## config.mk

```make
export PLATFORM = sky130hd
export DESIGN_NAME = fisr_fmul
export DESIGN_NICKNAME = d
export VERILOG_FILES = /design/src/rtl/fisr_pkg.sv /design/src/rtl/fisr_fmul.sv
export SDC_FILE = /design/constraint.sdc
export NUM_CORES = 2
export LEC_CHECK = 0
export BUFFER_PORTS_ARGS = -buffer_cell sky130_fd_sc_hd__buf_2
export CORE_MARGIN = 2
export CORE_UTILIZATION = 48
export CTS_BUF_LIST = sky130_fd_sc_hd__clkbuf_16
export CTS_CLUSTER_DIAMETER = 150
export DETAILED_ROUTE_END_ITERATION = 7
export GPL_TIMING_DRIVEN = 1
export PLACE_DENSITY = 0.68
export RECOVER_POWER = 100
export REMOVE_ABC_BUFFERS = 1
export SYNTH_ARGS = -nofsm -noshare
export SYNTH_HDL_FRONTEND = slang
export SYNTH_SLANG_ARGS = --single-unit
export TNS_END_PERCENT = 5
```

## constraint.sdc

```tcl
create_clock -name clk -period 5.03 [get_ports clk]
set_input_delay 0.503 -clock clk [delete_from_list [all_inputs] [get_ports clk]]
set_output_delay 0.503 -clock clk [all_outputs]
set_load 0.005 [all_outputs]
```

## src/rtl/fisr_pkg.sv

```systemverilog
// shared constants, types and rounding helpers for the fast inverse square root block
// no dependencies; used by fisr_fmul, fisr_fadd and fast_inverse_square_root
`timescale 1ns / 1ps

package fisr_pkg;

	localparam logic [31:0] MAGIC_GUESS       = 32'h5f3759df;
	localparam logic [31:0] CANON_NAN         = 32'h7fc00000;
	localparam logic [31:0] HALF_BITS         = 32'h3f000000;
	localparam logic [31:0] THREE_HALVES_BITS = 32'h3fc00000;
	localparam logic [7:0]  EXP_ALL_ONES      = 8'hff;

	// request codes
	localparam logic REQ_INV_SQRT = 1'b0;
	localparam logic REQ_SQRT     = 1'b1;

	// biased exponent with headroom for under and overflow
	typedef logic signed [10:0] exp_t;

	localparam exp_t EXP_MAX = 11'sd255;

	// biased must be at least one; subnormals come in with biased one and hidden bit clear
	function automatic logic [31:0] fp_round(input logic sign, input exp_t biased,
			input logic [23:0] mant, input logic guard, input logic sticky);
		logic        up;
		logic [30:0] mag;
		logic [7:0]  ebits;
		up    = guard & (sticky | mant[0]);
		ebits = biased[7:0] - 8'd1;
		mag   = {ebits, 23'd0} + {7'd0, mant} + {30'd0, up};
		if (biased >= EXP_MAX) begin
			return {sign, EXP_ALL_ONES, 23'd0};
		end
		return {sign, mag};
	endfunction

	function automatic logic is_nan(input logic [31:0] v);
		return (v[30:23] == EXP_ALL_ONES) && (v[22:0] != 23'd0);
	endfunction

	function automatic logic is_inf(input logic [31:0] v);
		return (v[30:23] == EXP_ALL_ONES) && (v[22:0] == 23'd0);
	endfunction

	function automatic logic is_zero(input logic [31:0] v);
		return v[30:0] == 31'd0;
	endfunction

	// significand with hidden bit, subnormals read with exponent one
	function automatic logic [23:0] sig_of(input logic [31:0] v);
		return {(v[30:23] != 8'd0), v[22:0]};
	endfunction

	function automatic logic [7:0] exp_of(input logic [31:0] v);
		return (v[30:23] == 8'd0) ? 8'd1 : v[30:23];
	endfunction

	function automatic logic [31:0] canon(input logic [31:0] v);
		return is_nan(v) ? CANON_NAN : v;
	endfunction

endpackage

```

## src/rtl/fisr_fmul.sv

```systemverilog
// three stage binary32 multiplier, round to nearest even, full subnormal support
// depends on fisr_pkg; carries a sideband word alongside each item
`timescale 1ns / 1ps

module fisr_fmul #(
	parameter int SIDE_W = 1
) (
	input  logic              clk,
	input  logic              arst_n,
	input  logic              en,
	input  logic              vld_i,
	input  logic [31:0]       a,
	input  logic [31:0]       b,
	input  logic [SIDE_W-1:0] side_i,
	output logic              vld_o,
	output logic [31:0]       p,
	output logic [SIDE_W-1:0] side_o
);

	function automatic logic [5:0] lzc48(input logic [47:0] v);
		logic [5:0] n;
		logic       found;
		n     = 6'd48;
		found = 1'b0;
		for (int i = 47; i >= 0; i--) begin
			if (!found && v[i]) begin
				n     = 6'(47 - i);
				found = 1'b1;
			end
		end
		return n;
	endfunction

	logic              vld_s1, vld_s2, vld_s3;
	logic [SIDE_W-1:0] side_s1, side_s2, side_s3;
	logic              sign_s1, nan_s1, inf_s1, zero_s1;
	logic              sign_s2, nan_s2, inf_s2, zero_s2;
	logic [47:0]       prod_s1, norm_s2;
	fisr_pkg::exp_t    exp_s1, exp_s2;
	logic [31:0]       p_s3;

	// stage 1 operands
	logic           a_nan, b_nan, a_inf, b_inf, a_zero, b_zero;
	fisr_pkg::exp_t esum;

	// stage 3 rounding inputs
	fisr_pkg::exp_t sh_full, be;
	logic [5:0]     sh;
	logic [47:0]    shifted;
	logic           lost;
	logic [23:0]    mant;
	logic           grd, stk;
	logic [31:0]    res;

	always_comb begin
		a_nan  = fisr_pkg::is_nan(a);
		b_nan  = fisr_pkg::is_nan(b);
		a_inf  = fisr_pkg::is_inf(a);
		b_inf  = fisr_pkg::is_inf(b);
		a_zero = fisr_pkg::is_zero(a);
		b_zero = fisr_pkg::is_zero(b);
		esum   = fisr_pkg::exp_t'({3'd0, fisr_pkg::exp_of(a)})
			+ fisr_pkg::exp_t'({3'd0, fisr_pkg::exp_of(b)}) - 11'sd126;
	end

	always_comb begin
		sh_full = 11'sd1 - exp_s2;
		sh      = (sh_full > 11'sd63) ? 6'd63 : sh_full[5:0];
		shifted = norm_s2 >> sh;
		lost    = |(norm_s2 & ~({48{1'b1}} << sh));
		if (exp_s2 >= 11'sd1) begin
			mant = norm_s2[47:24];
			grd  = norm_s2[23];
			stk  = |norm_s2[22:0];
			be   = exp_s2;
		end else begin
			mant = shifted[47:24];
			grd  = shifted[23];
			stk  = (|shifted[22:0]) | lost;
			be   = 11'sd1;
		end
		if (nan_s2) begin
			res = fisr_pkg::CANON_NAN;
		end else if (inf_s2) begin
			res = {sign_s2, fisr_pkg::EXP_ALL_ONES, 23'd0};
		end else if (zero_s2) begin
			res = {sign_s2, 31'd0};
		end else begin
			res = fisr_pkg::fp_round(sign_s2, be, mant, grd, stk);
		end
	end

	always_ff @(posedge clk or negedge arst_n) begin
		if (!arst_n) begin
			vld_s1 <= 1'b0;
			vld_s2 <= 1'b0;
			vld_s3 <= 1'b0;
		end else if (en) begin
			vld_s1 <= vld_i;
			vld_s2 <= vld_s1;
			vld_s3 <= vld_s2;
		end
	end

	always_ff @(posedge clk) begin
		if (en) begin
			side_s1 <= side_i;
			sign_s1 <= a[31] ^ b[31];
			nan_s1  <= a_nan | b_nan | (a_inf & b_zero) | (b_inf & a_zero);
			inf_s1  <= a_inf | b_inf;
			zero_s1 <= a_zero | b_zero;
			prod_s1 <= fisr_pkg::sig_of(a) * fisr_pkg::sig_of(b);
			exp_s1  <= esum;

			side_s2 <= side_s1;
			sign_s2 <= sign_s1;
			nan_s2  <= nan_s1;
			inf_s2  <= inf_s1;
			zero_s2 <= zero_s1;
			norm_s2 <= prod_s1 << lzc48(prod_s1);
			exp_s2  <= exp_s1 - fisr_pkg::exp_t'({5'd0, lzc48(prod_s1)});

			side_s3 <= side_s2;
			p_s3    <= res;
		end
	end

	assign vld_o  = vld_s3;
	assign p      = p_s3;
	assign side_o = side_s3;

endmodule

```

==> results.sh <==
export IMPL_grt_pass1_vias=30189
export IMPL_reg2reg_slack_ns=0.19
export IMPL_grt_pass1_wl_mm=166.7
export IMPL_synth_cell_type_count=109
export IMPL_synth_compound_area_share=0.1418
export IMPL_drive_gt1_frac=0.1763
export IMPL_setup_slack_ns=-1.650
export IMPL_critPathLaunchType="primary input"
export IMPL_hold_class="in -> reg"
export IMPL_synth_edf_count=160
export IMPL_synth_flop_cell="edfxtp_1"
export IMPL_ys_seq_area_frac=0.1460
export IMPL_synth_xor_xnor_area_share=0.02250
export IMPL_crit_reg2reg_launch="prod_s1[47]"
export IMPL_drc=0
export IMPL_h_tree_depth=4
export IMPL_rows=96
export IMPL_num_vias=29559
export IMPL_cts_sinks=163
export IMPL_syn_to_final_growth_pct=16.29
export IMPL_place_hpwl_mm=85.15
export IMPL_grt_max_degree=76
export IMPL_skew_ns=0.01653
export IMPL_cp_startpoint="b[0]"
export IMPL_placement_io_buffers=102
export IMPL_yosys_area_share_simple=0.1908
export IMPL_grt_antenna_before_repair=1
export IMPL_initial_utilization=0.4856
export IMPL_route_final_wire_length_mm=105.5
export IMPL_crit_family="adder cells"
export IMPL_clock_fmax_ghz=0.1497
export IMPL_first_iter_violations=2564
export IMPL_finish_net_count=4899
export IMPL_synth_seq_cells=163
export IMPL_cp_slowest_cell="fa_1"
export IMPL_avgRoutedWirePerCell_um=20.74
export IMPL_routed_via_density=5.808
export IMPL_cp_endpoint="prod_s1[44]"
export IMPL_final_max_slew_viol_count=0
export IMPL_grt_ovfl_total=0
export IMPL_diodes=0
export IMPL_ys_async_sr_fraction=0.01840
export IMPL_crit_type="in -> reg"
export IMPL_wl_met2_mm=52.01
export IMPL_met3WireLength_mm=7.268
export IMPL_fin_setup_tns_ns=-36.92
export IMPL_setup_violations=35
export IMPL_top_layer_used="met5"
export IMPL_synth_top_family_by_area="adder cells"
export IMPL_cts_tree="yes"
export IMPL_synth_mux_area_frac=0.04058
export IMPL_place_congestion=1.026
export IMPL_status="finished, violations left"
export IMPL_violations="negative setup slack"
export IMPL_arrival_ns=6.89
export IMPL_slew_headroom=0.3214
export IMPL_fin_crit_sh=1.328
export IMPL_worstPathMaxFanout=7
export IMPL_slowest_delay_ns=0.59
export IMPL_r2r_end="norm_s2[36]"
export IMPL_grt_setup_unrepaired="true"
export IMPL_ioPinCount=103
export IMPL_wl_met1_mm=42.03
export IMPL_clkSlewWorstSetupHoldPaths_ns=0.07
export IMPL_crit_cells=26
export IMPL_post_route_min_period_ns=6.680
export IMPL_worst_slew_pin_slew_ns=1.018
export IMPL_hold_viol_final=0
export IMPL_dieArea_sq_um=71760
export IMPL_fillers=6157
export IMPL_yosysWarnings=0
export IMPL_crit_buf_inv=6
export IMPL_clkLatencyLatePin_ns=0.46
export IMPL_antenna_left=0
export IMPL_core_sq_um=68830
export IMPL_reg2regPathDepth=13
export IMPL_synthCells=3860
export IMPL_numCtsBuffers=17
export IMPL_drv_cap=0
export IMPL_cp_common_cell="fa_1"
export IMPL_die_h_um=267.9
export IMPL_worstSetupEndpointType="flip-flop"
export IMPL_synth_adder_area_share=0.3654
export IMPL_required_ns=5.24
export IMPL_cts_buffer_depth=2
export IMPL_dr_pass1_iters=6
export IMPL_track_usage=0.2969
export IMPL_avgSynthCellArea_sq_um=8.659
export IMPL_die_w_um=267.9
export IMPL_netlist_area_sq_um=33420
export IMPL_ctsRootBufferMaster="clkbuf_16"
## what timing repair did
item,in CTS,in global routing
setup endpoints to repair,36,55
gates resized for setup,95,94
setup buffers,7,8
hold endpoints to repair,3,0
pin swaps,65,76
hold buffers,1,0
## worst min path at each step
stage / from / to / slack [ns] / depth (start not counted)
after CTS: side_i / side_s1 / 0.21 / 1
after global routing: side_i / side_s1 / 0.22 / 1
after global placement: arst_n / vld_s1 / 0.30 / 1
after floorplan: arst_n / vld_o / 0.21 / 0
after detailed placement: arst_n / vld_s1 / 0.31 / 1
final: side_i / side_s1 / 0.23 / 1
## routing by layer
metal  global-route usage  vias up
met1               0.3731    14595
met5                    0        -
li1                     -    13458
met2               0.5135     1243
met3              0.04261      261
met4               0.1217        2
## kinds of logic after synthesis
| family | count (synthesis) |
|---|---|
| buf+inv | 799 |
| flops | 163 |
| xor+xnor | 85 |
| fa+ha+maj | 686 |
| simple gates | 1313 |
| mux | 132 |
| compound gates | 682 |
## cell usage after synthesis, types with 39 or more instances
library cell  count  share of area
nor3_1           64         0.0096
nor2_1          212          0.024
xnor2_1          57          0.015
o21ai_0         120          0.018
and2_1          240          0.045
inv_1           537          0.060
edfxtp_1        160           0.14
nand2_1         518          0.058
nor4_1           44         0.0082
a211oi_1         39         0.0088
clkbuf_1        199          0.022
a21oi_1         159          0.024
ha_1            201          0.075
mux2i_1         104          0.031
nand3_1          59         0.0088
fa_1            484           0.29
## stage by stage
stage / setup slack (ns) / cell area (sq um) / instances / hold WS (ns) / util
5_1_grt: -1.837 / 38870 / 5089 / 0.2229 / 0.5647
4_1_cts: -1.651 / 38420 / 5083 / 0.2116 / 0.5583
3_5_place_dp: -2.656 / 37400 / 5043 / 0.3078 / 0.5433
3_3_place_gp: -2.500 / 37400 / 5043 / 0.3029 / 0.5433
2_1_floorplan: -3.082 / 32360 / 3603 / 0.2074 / -
6_report: -1.650 / 38870 / 5089 / 0.2280 / 0.5647
## cell usage in the layout, fill, tap and decap left out, drive strengths merged, types with 11 or more instances in the layout
master	synthesis	routed
nor3	67	67
nand4	28	28
a221o	17	17
fa	484	484
or2	14	14
a31oi	18	18
nor2b	25	25
a2111oi	15	15
or3	24	24
o31ai	18	18
buf	57	517
edfxtp	160	160
mux2	28	28
o211ai	31	31
o21a	21	21
o21bai	11	11
nor4	46	46
nor2	213	213
and3	19	19
a211oi	42	42
nand3	61	61
mux2i	104	104
and2	241	241
inv	538	545
xor2	27	27
nand2	519	519
xnor2	58	58
clkbuf	200	22
o22ai	33	33
a22oi	14	14
a21oi	160	160
o21ai	127	127
nand2b	24	24
ha	201	201
a21o	38	38
## registers in the layout, indices dropped and copies added, names as in the netlist, 10 cells and up
name and flops:
exp_s1 10, exp_s2 11, norm_s2 48, p 32, prod_s1 48
## worst register-to-register path, cell delays in order (launching register included)
cell      delay, ns
edfxtp_1       0.48
nor4_2         0.47
nand3_1        0.23
or2_2          0.38
or4_1          0.56
nor2_1         0.22
o211a_1        0.30
o21ai_2        0.09
inv_2          0.23
buf_4          0.40
o211ai_1       0.26
a22oi_1        0.43
mux2i_1        0.17
a221o_1        0.37
## final cells by class
cell class                      count  area, sq um  area share
Sequential cell                   163         4880      0.1255
Timing Repair Buffer              523         4193      0.1079
Clock inverter                     15        148.9    0.003831
Tap cell                          931         1165     0.02997
Multi-Input combinational cell   2898        26020      0.6695
Clock buffer                       17        425.4     0.01094
Inverter                          542         2034     0.05234
Power is not shown: default switching activity piles up to over one toggle a cycle in this logic, so the estimate is an artifact.
