## src/rtl/fisr_pkg.sv

```systemverilog
// shared constants, types and rounding helpers for the fast inverse square root block
// no dependencies; used by fisr_fmul, fisr_fadd and fast_inverse_square_root
`timescale 1ns / 1ps

package fisr_pkg;

	localparam logic [31:0] MAGIC_GUESS       = 32'h5f3759df;
	localparam logic [31:0] CANON_NAN         = 32'h7fc00000;
	localparam logic [31:0] HALF_BITS         = 32'h3f000000;
	localparam logic [31:0] THREE_HALVES_BITS = 32'h3fc00000;
	localparam logic [7:0]  EXP_ALL_ONES      = 8'hff;

	// request codes
	localparam logic REQ_INV_SQRT = 1'b0;
	localparam logic REQ_SQRT     = 1'b1;

	// biased exponent with headroom for under and overflow
	typedef logic signed [10:0] exp_t;

	localparam exp_t EXP_MAX = 11'sd255;

	// biased must be at least one; subnormals come in with biased one and hidden bit clear
	function automatic logic [31:0] fp_round(input logic sign, input exp_t biased,
			input logic [23:0] mant, input logic guard, input logic sticky);
		logic        up;
		logic [30:0] mag;
		logic [7:0]  ebits;
		up    = guard & (sticky | mant[0]);
		ebits = biased[7:0] - 8'd1;
		mag   = {ebits, 23'd0} + {7'd0, mant} + {30'd0, up};
		if (biased >= EXP_MAX) begin
			return {sign, EXP_ALL_ONES, 23'd0};
		end
		return {sign, mag};
	endfunction

	function automatic logic is_nan(input logic [31:0] v);
		return (v[30:23] == EXP_ALL_ONES) && (v[22:0] != 23'd0);
	endfunction

	function automatic logic is_inf(input logic [31:0] v);
		return (v[30:23] == EXP_ALL_ONES) && (v[22:0] == 23'd0);
	endfunction

	function automatic logic is_zero(input logic [31:0] v);
		return v[30:0] == 31'd0;
	endfunction

	// significand with hidden bit, subnormals read with exponent one
	function automatic logic [23:0] sig_of(input logic [31:0] v);
		return {(v[30:23] != 8'd0), v[22:0]};
	endfunction

	function automatic logic [7:0] exp_of(input logic [31:0] v);
		return (v[30:23] == 8'd0) ? 8'd1 : v[30:23];
	endfunction

	function automatic logic [31:0] canon(input logic [31:0] v);
		return is_nan(v) ? CANON_NAN : v;
	endfunction

endpackage

```

## src/rtl/fisr_fadd.sv

```systemverilog
// three stage binary32 adder, round to nearest even, full subnormal support
// depends on fisr_pkg; carries a sideband word alongside each item
`timescale 1ns / 1ps

module fisr_fadd #(
	parameter int SIDE_W = 1
) (
	input  logic              clk,
	input  logic              arst_n,
	input  logic              en,
	input  logic              vld_i,
	input  logic [31:0]       a,
	input  logic [31:0]       b,
	input  logic [SIDE_W-1:0] side_i,
	output logic              vld_o,
	output logic [31:0]       s,
	output logic [SIDE_W-1:0] side_o
);

	function automatic logic [4:0] lzc28(input logic [27:0] v);
		logic [4:0] n;
		logic       found;
		n     = 5'd28;
		found = 1'b0;
		for (int i = 27; i >= 0; i--) begin
			if (!found && v[i]) begin
				n     = 5'(27 - i);
				found = 1'b1;
			end
		end
		return n;
	endfunction

	logic              vld_s1, vld_s2, vld_s3;
	logic [SIDE_W-1:0] side_s1, side_s2, side_s3;
	logic              sign_s1, sub_s1, zsign_s1, nan_s1, inf_s1, isign_s1;
	logic              sign_s2, zsign_s2, nan_s2, inf_s2, isign_s2, zero_s2;
	logic [26:0]       big_s1, al_s1;
	logic [7:0]        exp_s1;
	logic [27:0]       norm_s2;
	fisr_pkg::exp_t    be_s2;
	logic [31:0]       s_s3;

	// stage 1 swap and align
	logic        swap;
	logic [31:0] op_big, op_sml;
	logic [7:0]  diff;
	logic [4:0]  ash;
	logic [26:0] sml_ext, al;
	logic        a_inf, b_inf;

	// stage 2 add and normalize
	logic [27:0] sum;
	logic [4:0]  lz, lz_eff;

	logic [31:0] res;

	always_comb begin
		swap    = b[30:0] > a[30:0];
		op_big  = swap ? b : a;
		op_sml  = swap ? a : b;
		diff    = fisr_pkg::exp_of(op_big) - fisr_pkg::exp_of(op_sml);
		ash     = (diff > 8'd27) ? 5'd27 : diff[4:0];
		sml_ext = {fisr_pkg::sig_of(op_sml), 3'b000};
		al      = (sml_ext >> ash) | {26'd0, |(sml_ext & ~({27{1'b1}} << ash))};
		a_inf   = fisr_pkg::is_inf(a);
		b_inf   = fisr_pkg::is_inf(b);
	end

	always_comb begin
		sum    = sub_s1 ? ({1'b0, big_s1} - {1'b0, al_s1}) : ({1'b0, big_s1} + {1'b0, al_s1});
		lz     = lzc28(sum);
		lz_eff = ({3'd0, lz} > exp_s1) ? exp_s1[4:0] : lz;
	end

	always_comb begin
		if (nan_s2) begin
			res = fisr_pkg::CANON_NAN;
		end else if (inf_s2) begin
			res = {isign_s2, fisr_pkg::EXP_ALL_ONES, 23'd0};
		end else if (zero_s2) begin
			res = {zsign_s2, 31'd0};
		end else begin
			res = fisr_pkg::fp_round(sign_s2, be_s2, norm_s2[27:4], norm_s2[3], |norm_s2[2:0]);
		end
	end

	always_ff @(posedge clk or negedge arst_n) begin
		if (!arst_n) begin
			vld_s1 <= 1'b0;
			vld_s2 <= 1'b0;
			vld_s3 <= 1'b0;
		end else if (en) begin
			vld_s1 <= vld_i;
			vld_s2 <= vld_s1;
			vld_s3 <= vld_s2;
		end
	end

	always_ff @(posedge clk) begin
		if (en) begin
			side_s1  <= side_i;
			sign_s1  <= op_big[31];
			sub_s1   <= a[31] ^ b[31];
			zsign_s1 <= a[31] & b[31];
			nan_s1   <= fisr_pkg::is_nan(a) | fisr_pkg::is_nan(b)
				| (a_inf & b_inf & (a[31] ^ b[31]));
			inf_s1   <= a_inf | b_inf;
			isign_s1 <= a_inf ? a[31] : b[31];
			big_s1   <= {fisr_pkg::sig_of(op_big), 3'b000};
			al_s1    <= al;
			exp_s1   <= fisr_pkg::exp_of(op_big);

			side_s2  <= side_s1;
			sign_s2  <= sign_s1;
			zsign_s2 <= zsign_s1;
			nan_s2   <= nan_s1;
			inf_s2   <= inf_s1;
			isign_s2 <= isign_s1;
			zero_s2  <= sum == 28'd0;
			norm_s2  <= sum << lz_eff;
			be_s2    <= fisr_pkg::exp_t'({3'd0, exp_s1}) + 11'sd1
				- fisr_pkg::exp_t'({6'd0, lz_eff});

			side_s3  <= side_s2;
			s_s3     <= res;
		end
	end

	assign vld_o  = vld_s3;
	assign s      = s_s3;
	assign side_o = side_s3;

endmodule

```

## config.mk

```make
export PLATFORM = sky130hd
export DESIGN_NAME = fisr_fadd
export DESIGN_NICKNAME = d
export VERILOG_FILES = /design/src/rtl/fisr_pkg.sv /design/src/rtl/fisr_fadd.sv
export SDC_FILE = /design/constraint.sdc
export NUM_CORES = 1
export LEC_CHECK = 0
export CORE_ASPECT_RATIO = 0.7
export CORE_UTILIZATION = 35
export CTS_CLUSTER_DIAMETER = 60
export DETAILED_ROUTE_END_ITERATION = 7
export DONT_BUFFER_PORTS = 1
export PLACE_DENSITY = 0.55
export SLEW_MARGIN = 20
export SYNTH_ARGS = -nofsm -noshare
export SYNTH_HDL_FRONTEND = slang
export SYNTH_SLANG_ARGS = --single-unit
```

## constraint.sdc

```tcl
create_clock -name clk -period 13.7 [get_ports clk]
set_input_delay 0.685 -clock clk [delete_from_list [all_inputs] [get_ports clk]]
set_output_delay 0.685 -clock clk [all_outputs]
set_load 0.005 [all_outputs]
```

==> flow_results.xml, run 1 <==
<?xml version="1.0" encoding="UTF-8"?>
<metrics>
  <group name="global_routing">
    <metric name="grt_max_degree" unit="">148</metric>
    <metric name="grt_first_pass_wirelength" unit="um">75100</metric>
    <metric name="grt_antenna_before_repair" unit="">2</metric>
    <metric name="gr-total-overflow" unit="">0</metric>
    <metric name="vias_in_the_first_global_route" unit="">12606</metric>
    <metric name="grt_usage" unit="%">21.7</metric>
  </group>
  <group name="logic_synthesis">
    <metric name="yosys_most_used_dff" unit="">edfxtp_1</metric>
    <metric name="synth_cell_type_count" unit="">115</metric>
    <metric name="synth_area_per_cell" unit="um2">8.88</metric>
    <metric name="ys_ff_latch" unit="">147</metric>
    <metric name="netlist_area_before_placement" unit="um2">15300</metric>
    <metric name="synthCells" unit="">1728</metric>
    <metric name="synth-seq-area-share" unit="%">28.7</metric>
    <metric name="number_of_enable_flip_flop_cells_after_synthesis" unit="">144</metric>
    <metric name="ys_warn_count" unit="">0</metric>
    <metric name="synth_async_sr_flop_share" unit="%">2.04</metric>
    <metric name="total_nets_after_synthesis" unit="">1907</metric>
  </group>
  <group name="worst_setup_path">
    <metric name="crit_fanout" unit="">27</metric>
    <metric name="crit_path_end_kind" unit="">register</metric>
    <metric name="worst_path_largest_cell_delay" unit="ns">0.79</metric>
    <metric name="worst_path_max_delay_cell" unit="">mux2i_4</metric>
    <metric name="start_kind" unit="">register</metric>
    <metric name="worst_setup_path_category" unit="">reg2reg</metric>
    <metric name="worstPathRequired" unit="ns">13.92</metric>
    <metric name="crit_path_frequent_cell" unit="">a21oi_1</metric>
    <metric name="cp.arrival" unit="ns">9.18</metric>
  </group>
  <group name="drt">
    <metric name="met1_length" unit="um">24200</metric>
    <metric name="detail_route.iter0.violations" unit="">1362</metric>
    <metric name="detailroute.wirelength.met3" unit="um">4400</metric>
    <metric name="drc" unit="">0</metric>
    <metric name="highest-signal-layer" unit="">met4</metric>
    <metric name="vias_per_cell" unit="">5.95</metric>
    <metric name="antenna_left" unit="">0</metric>
    <metric name="dr.pass1.iters" unit="">5</metric>
    <metric name="count_of_vias_placed_by_the_detailed_router" unit="">13534</metric>
    <metric name="wl_met2" unit="um">19000</metric>
    <metric name="drt-wirelength-per-cell" unit="um">21.2</metric>
    <metric name="route.final.wire_length" unit="um">48200</metric>
  </group>
  <group name="status">
    <metric name="run_status" unit="">finished, final reports clean</metric>
  </group>
  <group name="clock_network">
    <metric name="clock-root-buffer" unit="">clkbuf_16</metric>
    <metric name="insertion_delay" unit="ns">0.46</metric>
    <metric name="cts_tree" unit="">done</metric>
    <metric name="tritoncts_num_sinks" unit="">147</metric>
    <metric name="cts_resized" unit="">0</metric>
    <metric name="cts_made_buffers" unit="">17</metric>
    <metric name="holdBufCountCts" unit="">1</metric>
    <metric name="clk_path_buf_depth" unit="">2</metric>
    <metric name="cts.clk_slew.worst_paths" unit="ns">0.07</metric>
    <metric name="postCtsSetupBuffers" unit="">0</metric>
    <metric name="cts_htree_levels" unit="">4</metric>
  </group>
  <group name="timing">
    <metric name="period_share" unit="%">65.4</metric>
    <metric name="timing.final.max_slew_violations" unit="">0</metric>
    <metric name="setup_total_negative_slack" unit="ns">0</metric>
    <metric name="clock-skew-final" unit="ns">0.0155</metric>
    <metric name="timing.fmax" unit="MHz">112</metric>
    <metric name="maxSlewHeadroom" unit="%">22.8</metric>
    <metric name="final-hold-violation-count" unit="">0</metric>
    <metric name="final_setup_viols" unit="">0</metric>
    <metric name="fin_crit" unit="ns">8.97</metric>
    <metric name="tightestPinTransition" unit="ns">1.14</metric>
    <metric name="grt_setup_unrepaired" unit="">no</metric>
    <metric name="setup_ws" unit="ns">4.73</metric>
  </group>
  <group name="place">
    <metric name="placement.io_buffers" unit="">0</metric>
    <metric name="placed_cell_area" unit="um2">15600</metric>
    <metric name="detailedPlace.worstSlack" unit="ns">4.65</metric>
    <metric name="dp_cell_count" unit="">2241</metric>
    <metric name="gpl.final_weighted_congestion" unit="">0.947</metric>
    <metric name="hpwl_after_dpl" unit="um">37500</metric>
  </group>
  <group name="power">
    <metric name="worst_ir_drop_vdd" unit="mV">0.0819</metric>
    <metric name="leakage_power_of_the_design" unit="nW">6.52</metric>
    <metric name="overall_power_of_the_completed_layout" unit="W">0.00250</metric>
    <metric name="pwr_cell_area" unit="nW/um2">154</metric>
  </group>
  <group name="layout">
    <metric name="final_cells" unit="">2275</metric>
    <metric name="final.fill_count" unit="">4315</metric>
    <metric name="area_growth_syn_to_layout" unit="%">5.80</metric>
    <metric name="nets" unit="">1855</metric>
    <metric name="design_area" unit="um2">16200</metric>
    <metric name="final_layout_size_suffix_gt1_share" unit="%">8.88</metric>
  </group>
  <group name="floorplan">
    <metric name="start_util" unit="%">35.9</metric>
    <metric name="io_pins" unit="">103</metric>
    <metric name="standard_cell_row_count" unit="">63</metric>
    <metric name="die-area" unit="um2">44700</metric>
    <metric name="core_area" unit="um2">42800</metric>
    <metric name="die_width" unit="um">252</metric>
    <metric name="dieHeight" unit="um">177</metric>
  </group>
  <group name="job">
    <metric name="max_cap_viol_count" unit="">0</metric>
  </group>
  <group name="hold_path">
    <metric name="holdCritPathClass" unit="">in2reg</metric>
  </group>
</metrics>
critical path: cells and delay by family (launching register included):
| kind | cells | cell delay, ns |
|---|---|---|
| AND/OR/NAND/NOR | 6 | 1.49 |
| flip-flops | 1 | 0.42 |
| multiplexers | 2 | 1.03 |
| buffers and inverters | 5 | 0.51 |
| adder cells (fa/ha/maj) | 4 | 1.23 |
| AO/OA/AOI/OAI | 15 | 3.75 |
| XOR/XNOR | 2 | 0.27 |
state kept, by name, summed over array words and instances (netlist names), 8 cells and up:
signal / cells
s: 32
norm_s2: 28
al_s1: 27
big_s1: 24
be_s2: 10
exp_s1: 8
stage by stage:
step           hold slack [ns]  util (%)
3_5_place_dp             0.389      36.5
4_1_cts                  0.304      37.9
2_1_floorplan            0.389         -
6_report                 0.326      37.9
3_3_place_gp             0.389      36.5
5_1_grt                  0.307      37.9
power by group:
part           internal [W]  leakage (nW)  total (W)  switching [W]
Combinational      0.000505          4.80    0.00136       0.000853
Sequential         0.000612          1.44   0.000675      0.0000624
Clock              0.000243         0.281   0.000472       0.000229
Total               0.00136          6.52    0.00250        0.00114
routing by layer:
layer	global-route usage, %	vias up
met3	5.49	42
met1	33.9	6566
met2	29.1	550
met4	4.52	0
li1	-	6376
met5	0	-
cell usage in the layout, fill, tap and decap left out, types with 6 or more instances in the layout:
cell type and count:
nand2_1 133, clkbuf_16 17, buf_4 13, or2_2 6, or3_1 9, xnor2_1 46, o21bai_1 8, or4_1 7
o21a_1 10, nand4_1 31, a22oi_1 7, o21ai_0 60, xor2_1 25, and2_1 10, nor2_1 176, a211oi_1 30
o22ai_1 11, o211ai_1 13, inv_1 111, mux2_2 50, and3_1 23, a21o_1 25, nor2b_1 16, nor4_1 27
nand3_1 32, a221oi_1 6, nor3_1 33, edfxtp_1 144, ha_1 107, o31ai_1 19, o311ai_0 6, nand2b_1 12
o221ai_1 9, a31oi_1 15, a21oi_1 149, mux2i_1 137
cell usage after synthesis, drive strengths merged (8+ instances only):
master    n  share of area, %
nand3    32               1.0
nand2b   13              0.58
nand4    31               1.3
o21a     10              0.49
o211ai   13              0.64
or3      10              0.44
o221ai    9              0.51
ha      107               8.7
o22ai    11              0.45
a21o     29               1.4
and2     11              0.45
mux2     51               3.8
a221oi    8              0.54
clkbuf   53               2.1
xor2     25               1.4
or2       8              0.33
nor2    177               4.4
inv     113               2.8
a31oi    16              0.69
o21bai    8              0.39
a211oi   33               1.7
nor3     33               1.1
nor2b    17              0.74
nand2   133               3.3
a22oi     8              0.42
mux2i   140               9.4
a21oi   153               5.1
xnor2    46               2.6
edfxtp  144                28
and3     23              0.94
nor4     28               1.2
buf      32               1.5
o31ai    19              0.93
o21ai    66               2.2
kinds of logic after synthesis:
logic type      Yosys count  share of synthesized area (%)
simple gates            550                           17.7
compound gates          454                           20.0
buf+inv                 199                           6.38
mux                     197                           14.0
flops                   147                           28.7
fa+ha+maj               110                           9.11
xor+xnor                 71                           4.05
layout make-up:
class / count / area (um2) / area share (%)
Multi-Input combinational cell: 1382 / 9980 / 61.4
Inverter: 114 / 433 / 2.67
Tap cell: 585 / 732 / 4.51
Clock buffer: 17 / 425 / 2.62
Sequential cell: 147 / 4400 / 27.1
Clock inverter: 15 / 161 / 0.994
Antenna cell: 1 / 2.50 / 0.0154
Timing Repair Buffer: 14 / 108 / 0.663
path summary, 6_finish.rpt:
kind | from | end | slack [ns] | depth (start not counted)
setup reg to reg | big_s1[6] | be_s2[8] | 4.73 | 34
min in group asynchronous | arst_n | vld_s1 | 0.48 | 1
hold / removal | side_i | side_s1 | 0.33 | 0
setup / recovery | big_s1[6] | be_s2[8] | 4.73 | 34
max in group asynchronous | arst_n | vld_o | 13.08 | 1
hold reg to reg | sign_s1 | sign_s2 | 0.42 | 0
(Power assumes the default switching activity.)
==> run 2, diff against run 1 <==
--- a/config.mk
+++ b/config.mk
@@ -10,7 +10,7 @@
 export CTS_CLUSTER_DIAMETER = 60
 export DETAILED_ROUTE_END_ITERATION = 7
 export DONT_BUFFER_PORTS = 1
-export PLACE_DENSITY = 0.55
+export PLACE_DENSITY = 0.57
 export SLEW_MARGIN = 20
 export SYNTH_ARGS = -nofsm -noshare
 export SYNTH_HDL_FRONTEND = slang
==> constraint.sdc (replaced) <==
create_clock -name clk -period 7.7 [get_ports clk]
set_input_delay 0.385 -clock clk [delete_from_list [all_inputs] [get_ports clk]]
set_output_delay 0.385 -clock clk [all_outputs]
set_load 0.005 [all_outputs]
==> flow_results.xml, run 2 (synthesis results as in run 1) <==
<?xml version="1.0" encoding="UTF-8"?>
<metrics>
  <group name="clock_network">
    <metric name="insertion_delay" unit="ns">0.46</metric>
    <metric name="cts_htree_levels" unit="">4</metric>
    <metric name="tritoncts_num_sinks" unit="">147</metric>
    <metric name="cts_made_buffers" unit="">17</metric>
    <metric name="cts.clk_slew.worst_paths" unit="ns">0.08</metric>
    <metric name="clk_path_buf_depth" unit="">2</metric>
    <metric name="clock-root-buffer" unit="">clkbuf_16</metric>
    <metric name="cts_tree" unit="">done</metric>
  </group>
  <group name="drt">
    <metric name="drt-wirelength-per-cell" unit="um">21.4</metric>
    <metric name="drc" unit="">0</metric>
    <metric name="route.final.wire_length" unit="um">50100</metric>
    <metric name="antenna_left" unit="">0</metric>
    <metric name="vias_per_cell" unit="">5.95</metric>
    <metric name="count_of_vias_placed_by_the_detailed_router" unit="">13897</metric>
    <metric name="dr.pass1.iters" unit="">5</metric>
    <metric name="detail_route.iter0.violations" unit="">1559</metric>
  </group>
  <group name="layout">
    <metric name="area_growth_syn_to_layout" unit="%">10.4</metric>
    <metric name="n_antenna_cell" unit="">0</metric>
    <metric name="largest_register_ffs" unit="">32</metric>
    <metric name="final_layout_size_suffix_gt1_share" unit="%">13.9</metric>
    <metric name="final_cells" unit="">2337</metric>
    <metric name="nets" unit="">1918</metric>
    <metric name="layout_commonest_cell" unit="">nor2_1</metric>
    <metric name="most-common-layout-cells" unit="">nor2_1 (174), a21oi_1 (144), edfxtp_1 (144)</metric>
    <metric name="fin_util" unit="%">39.6</metric>
  </group>
  <group name="status">
    <metric name="run_status" unit="">finished, final reports clean</metric>
  </group>
  <group name="timing">
    <metric name="timing.final.max_slew_violations" unit="">0</metric>
    <metric name="timing.fmax" unit="MHz">135</metric>
    <metric name="maxSlewHeadroom" unit="%">37.8</metric>
    <metric name="tightestPinTransition" unit="ns">0.925</metric>
    <metric name="clock-skew-final" unit="ns">0.0185</metric>
    <metric name="fin_crit" unit="ns">7.41</metric>
    <metric name="period_share" unit="%">96.3</metric>
    <metric name="final-hold-violation-count" unit="">0</metric>
    <metric name="final_setup_viols" unit="">0</metric>
    <metric name="fin_worst_hold_slack" unit="ns">0.0790</metric>
  </group>
  <group name="worst_setup_path">
    <metric name="r2r-start" unit="">al_s1[5]</metric>
    <metric name="worstSetupStartpoint" unit="">al_s1[5]</metric>
    <metric name="crit_fanout" unit="">9</metric>
    <metric name="cp.arrival" unit="ns">7.61</metric>
    <metric name="worst_path_largest_cell_delay" unit="ns">0.67</metric>
    <metric name="crit_path_frequent_cell" unit="">ha_1</metric>
    <metric name="worst_setup_path_category" unit="">reg2reg</metric>
    <metric name="start_kind" unit="">register</metric>
    <metric name="worst_path_max_delay_cell" unit="">or4b_2</metric>
    <metric name="crit_path_end_kind" unit="">register</metric>
    <metric name="worstPathRequired" unit="ns">7.90</metric>
    <metric name="reg2regPathDepth" unit="">28</metric>
  </group>
  <group name="job">
    <metric name="max_cap_viol_count" unit="">0</metric>
  </group>
  <group name="global_routing">
    <metric name="grt_antenna_before_repair" unit="">1</metric>
    <metric name="grt_usage" unit="%">22.5</metric>
    <metric name="vias_in_the_first_global_route" unit="">12773</metric>
    <metric name="grt_max_degree" unit="">148</metric>
    <metric name="gr-total-overflow" unit="">0</metric>
    <metric name="grt_first_pass_wirelength" unit="um">77500</metric>
  </group>
  <group name="hold_path">
    <metric name="min_delay_path_depth" unit="">0</metric>
    <metric name="holdCritPathClass" unit="">in2reg</metric>
    <metric name="hold_start" unit="">en</metric>
  </group>
  <group name="power">
    <metric name="pwr_cell_area" unit="nW/um2">274</metric>
    <metric name="worst_ir_drop_vdd" unit="mV">0.152</metric>
    <metric name="overall_power_of_the_completed_layout" unit="W">0.00464</metric>
    <metric name="leakage_power_of_the_design" unit="nW">6.88</metric>
  </group>
  <group name="place">
    <metric name="dp_cell_count" unit="">2295</metric>
    <metric name="gpl.final_weighted_congestion" unit="">0.947</metric>
    <metric name="hpwl_after_dpl" unit="um">39200</metric>
    <metric name="placement.io_buffers" unit="">0</metric>
  </group>
  <group name="floorplan">
    <metric name="start_util" unit="%">35.9</metric>
    <metric name="io_pins" unit="">103</metric>
    <metric name="dieHeight" unit="um">177</metric>
    <metric name="core_area" unit="um2">42800</metric>
    <metric name="standard_cell_row_count" unit="">63</metric>
    <metric name="die-area" unit="um2">44700</metric>
    <metric name="die_width" unit="um">252</metric>
  </group>
</metrics>
==> run 2: timing repair <==
action | 4_1_cts | 5_1_grt
gates cloned | 0 | 0
setup endpoints to repair | 4 | 42
hold endpoints to repair | 4 | 0
resized for setup | 4 | 37
setup buffers | 0 | 8
pin swaps | 0 | 10
hold buffers | 2 | 0
==> run 2: per-stage QoR <==
stage | worst slack [ns] | area [um2] | TNS (ns)
after global placement | -0.0569 | 16100 | -0.0825
after detailed placement | -0.0786 | 16100 | -0.273
after CTS | 0.0345 | 16700 | 0
final | 0.288 | 16900 | 0
after floorplan | -0.00272 | 15400 | -0.00272
after global routing | -0.0236 | 16900 | -0.0236
==> run 2: final cells by class <==
class / count / area (um2)
clock buffers: 17 / 425
clock inverters: 15 / 185
fillers: 4278 / 25900
inverters: 114 / 433
multi-input cells: 1382 / 10200
flip-flops and latches: 147 / 4400
well taps: 585 / 732
repair buffers: 77 / 608
==> run 2: critical path: cells and delay by family (launching register included) <==
kind	cells	cell delay, ns
DFF	1	0.44
xor gates and xnor gates	2	0.24
AOI/OAI and AO/OA	8	2.09
adders and majority gates	5	1.55
and+or+nand+nor	8	2.32
muxes	2	0.37
buffers and inverters	3	0.17
==> run 2: worst paths after layout <==
path                             end  slack (ns)
min                        big_s1[4]        0.08
min in group asynchronous     vld_s2        0.18
max                         be_s2[7]        0.29
min reg2reg                  sign_s2        0.42
max in group asynchronous     vld_s1        7.38
max reg2reg                 be_s2[7]        0.29
==> run 2: where the power goes <==
group          leakage [nW]  internal [W]  total, W  switching, W
clock network         0.292      0.000440  0.000870      0.000429
registers              1.44       0.00109   0.00120      0.000114
logic                  5.15       0.00100   0.00257       0.00157
==> run 2: per-layer routing <==
| metal | vias up | share of wire, % | GRT usage [%] |
|---|---|---|---|
| li1 | 6518 | - | - |
| met1 | 6726 | 51 | 36.3 |
| met2 | 613 | 39 | 29.8 |
| met3 | 40 | 8.8 | 4.46 |
| met4 | 0 | 1.2 | 4.65 |
| met5 | - | 0 | 0 |
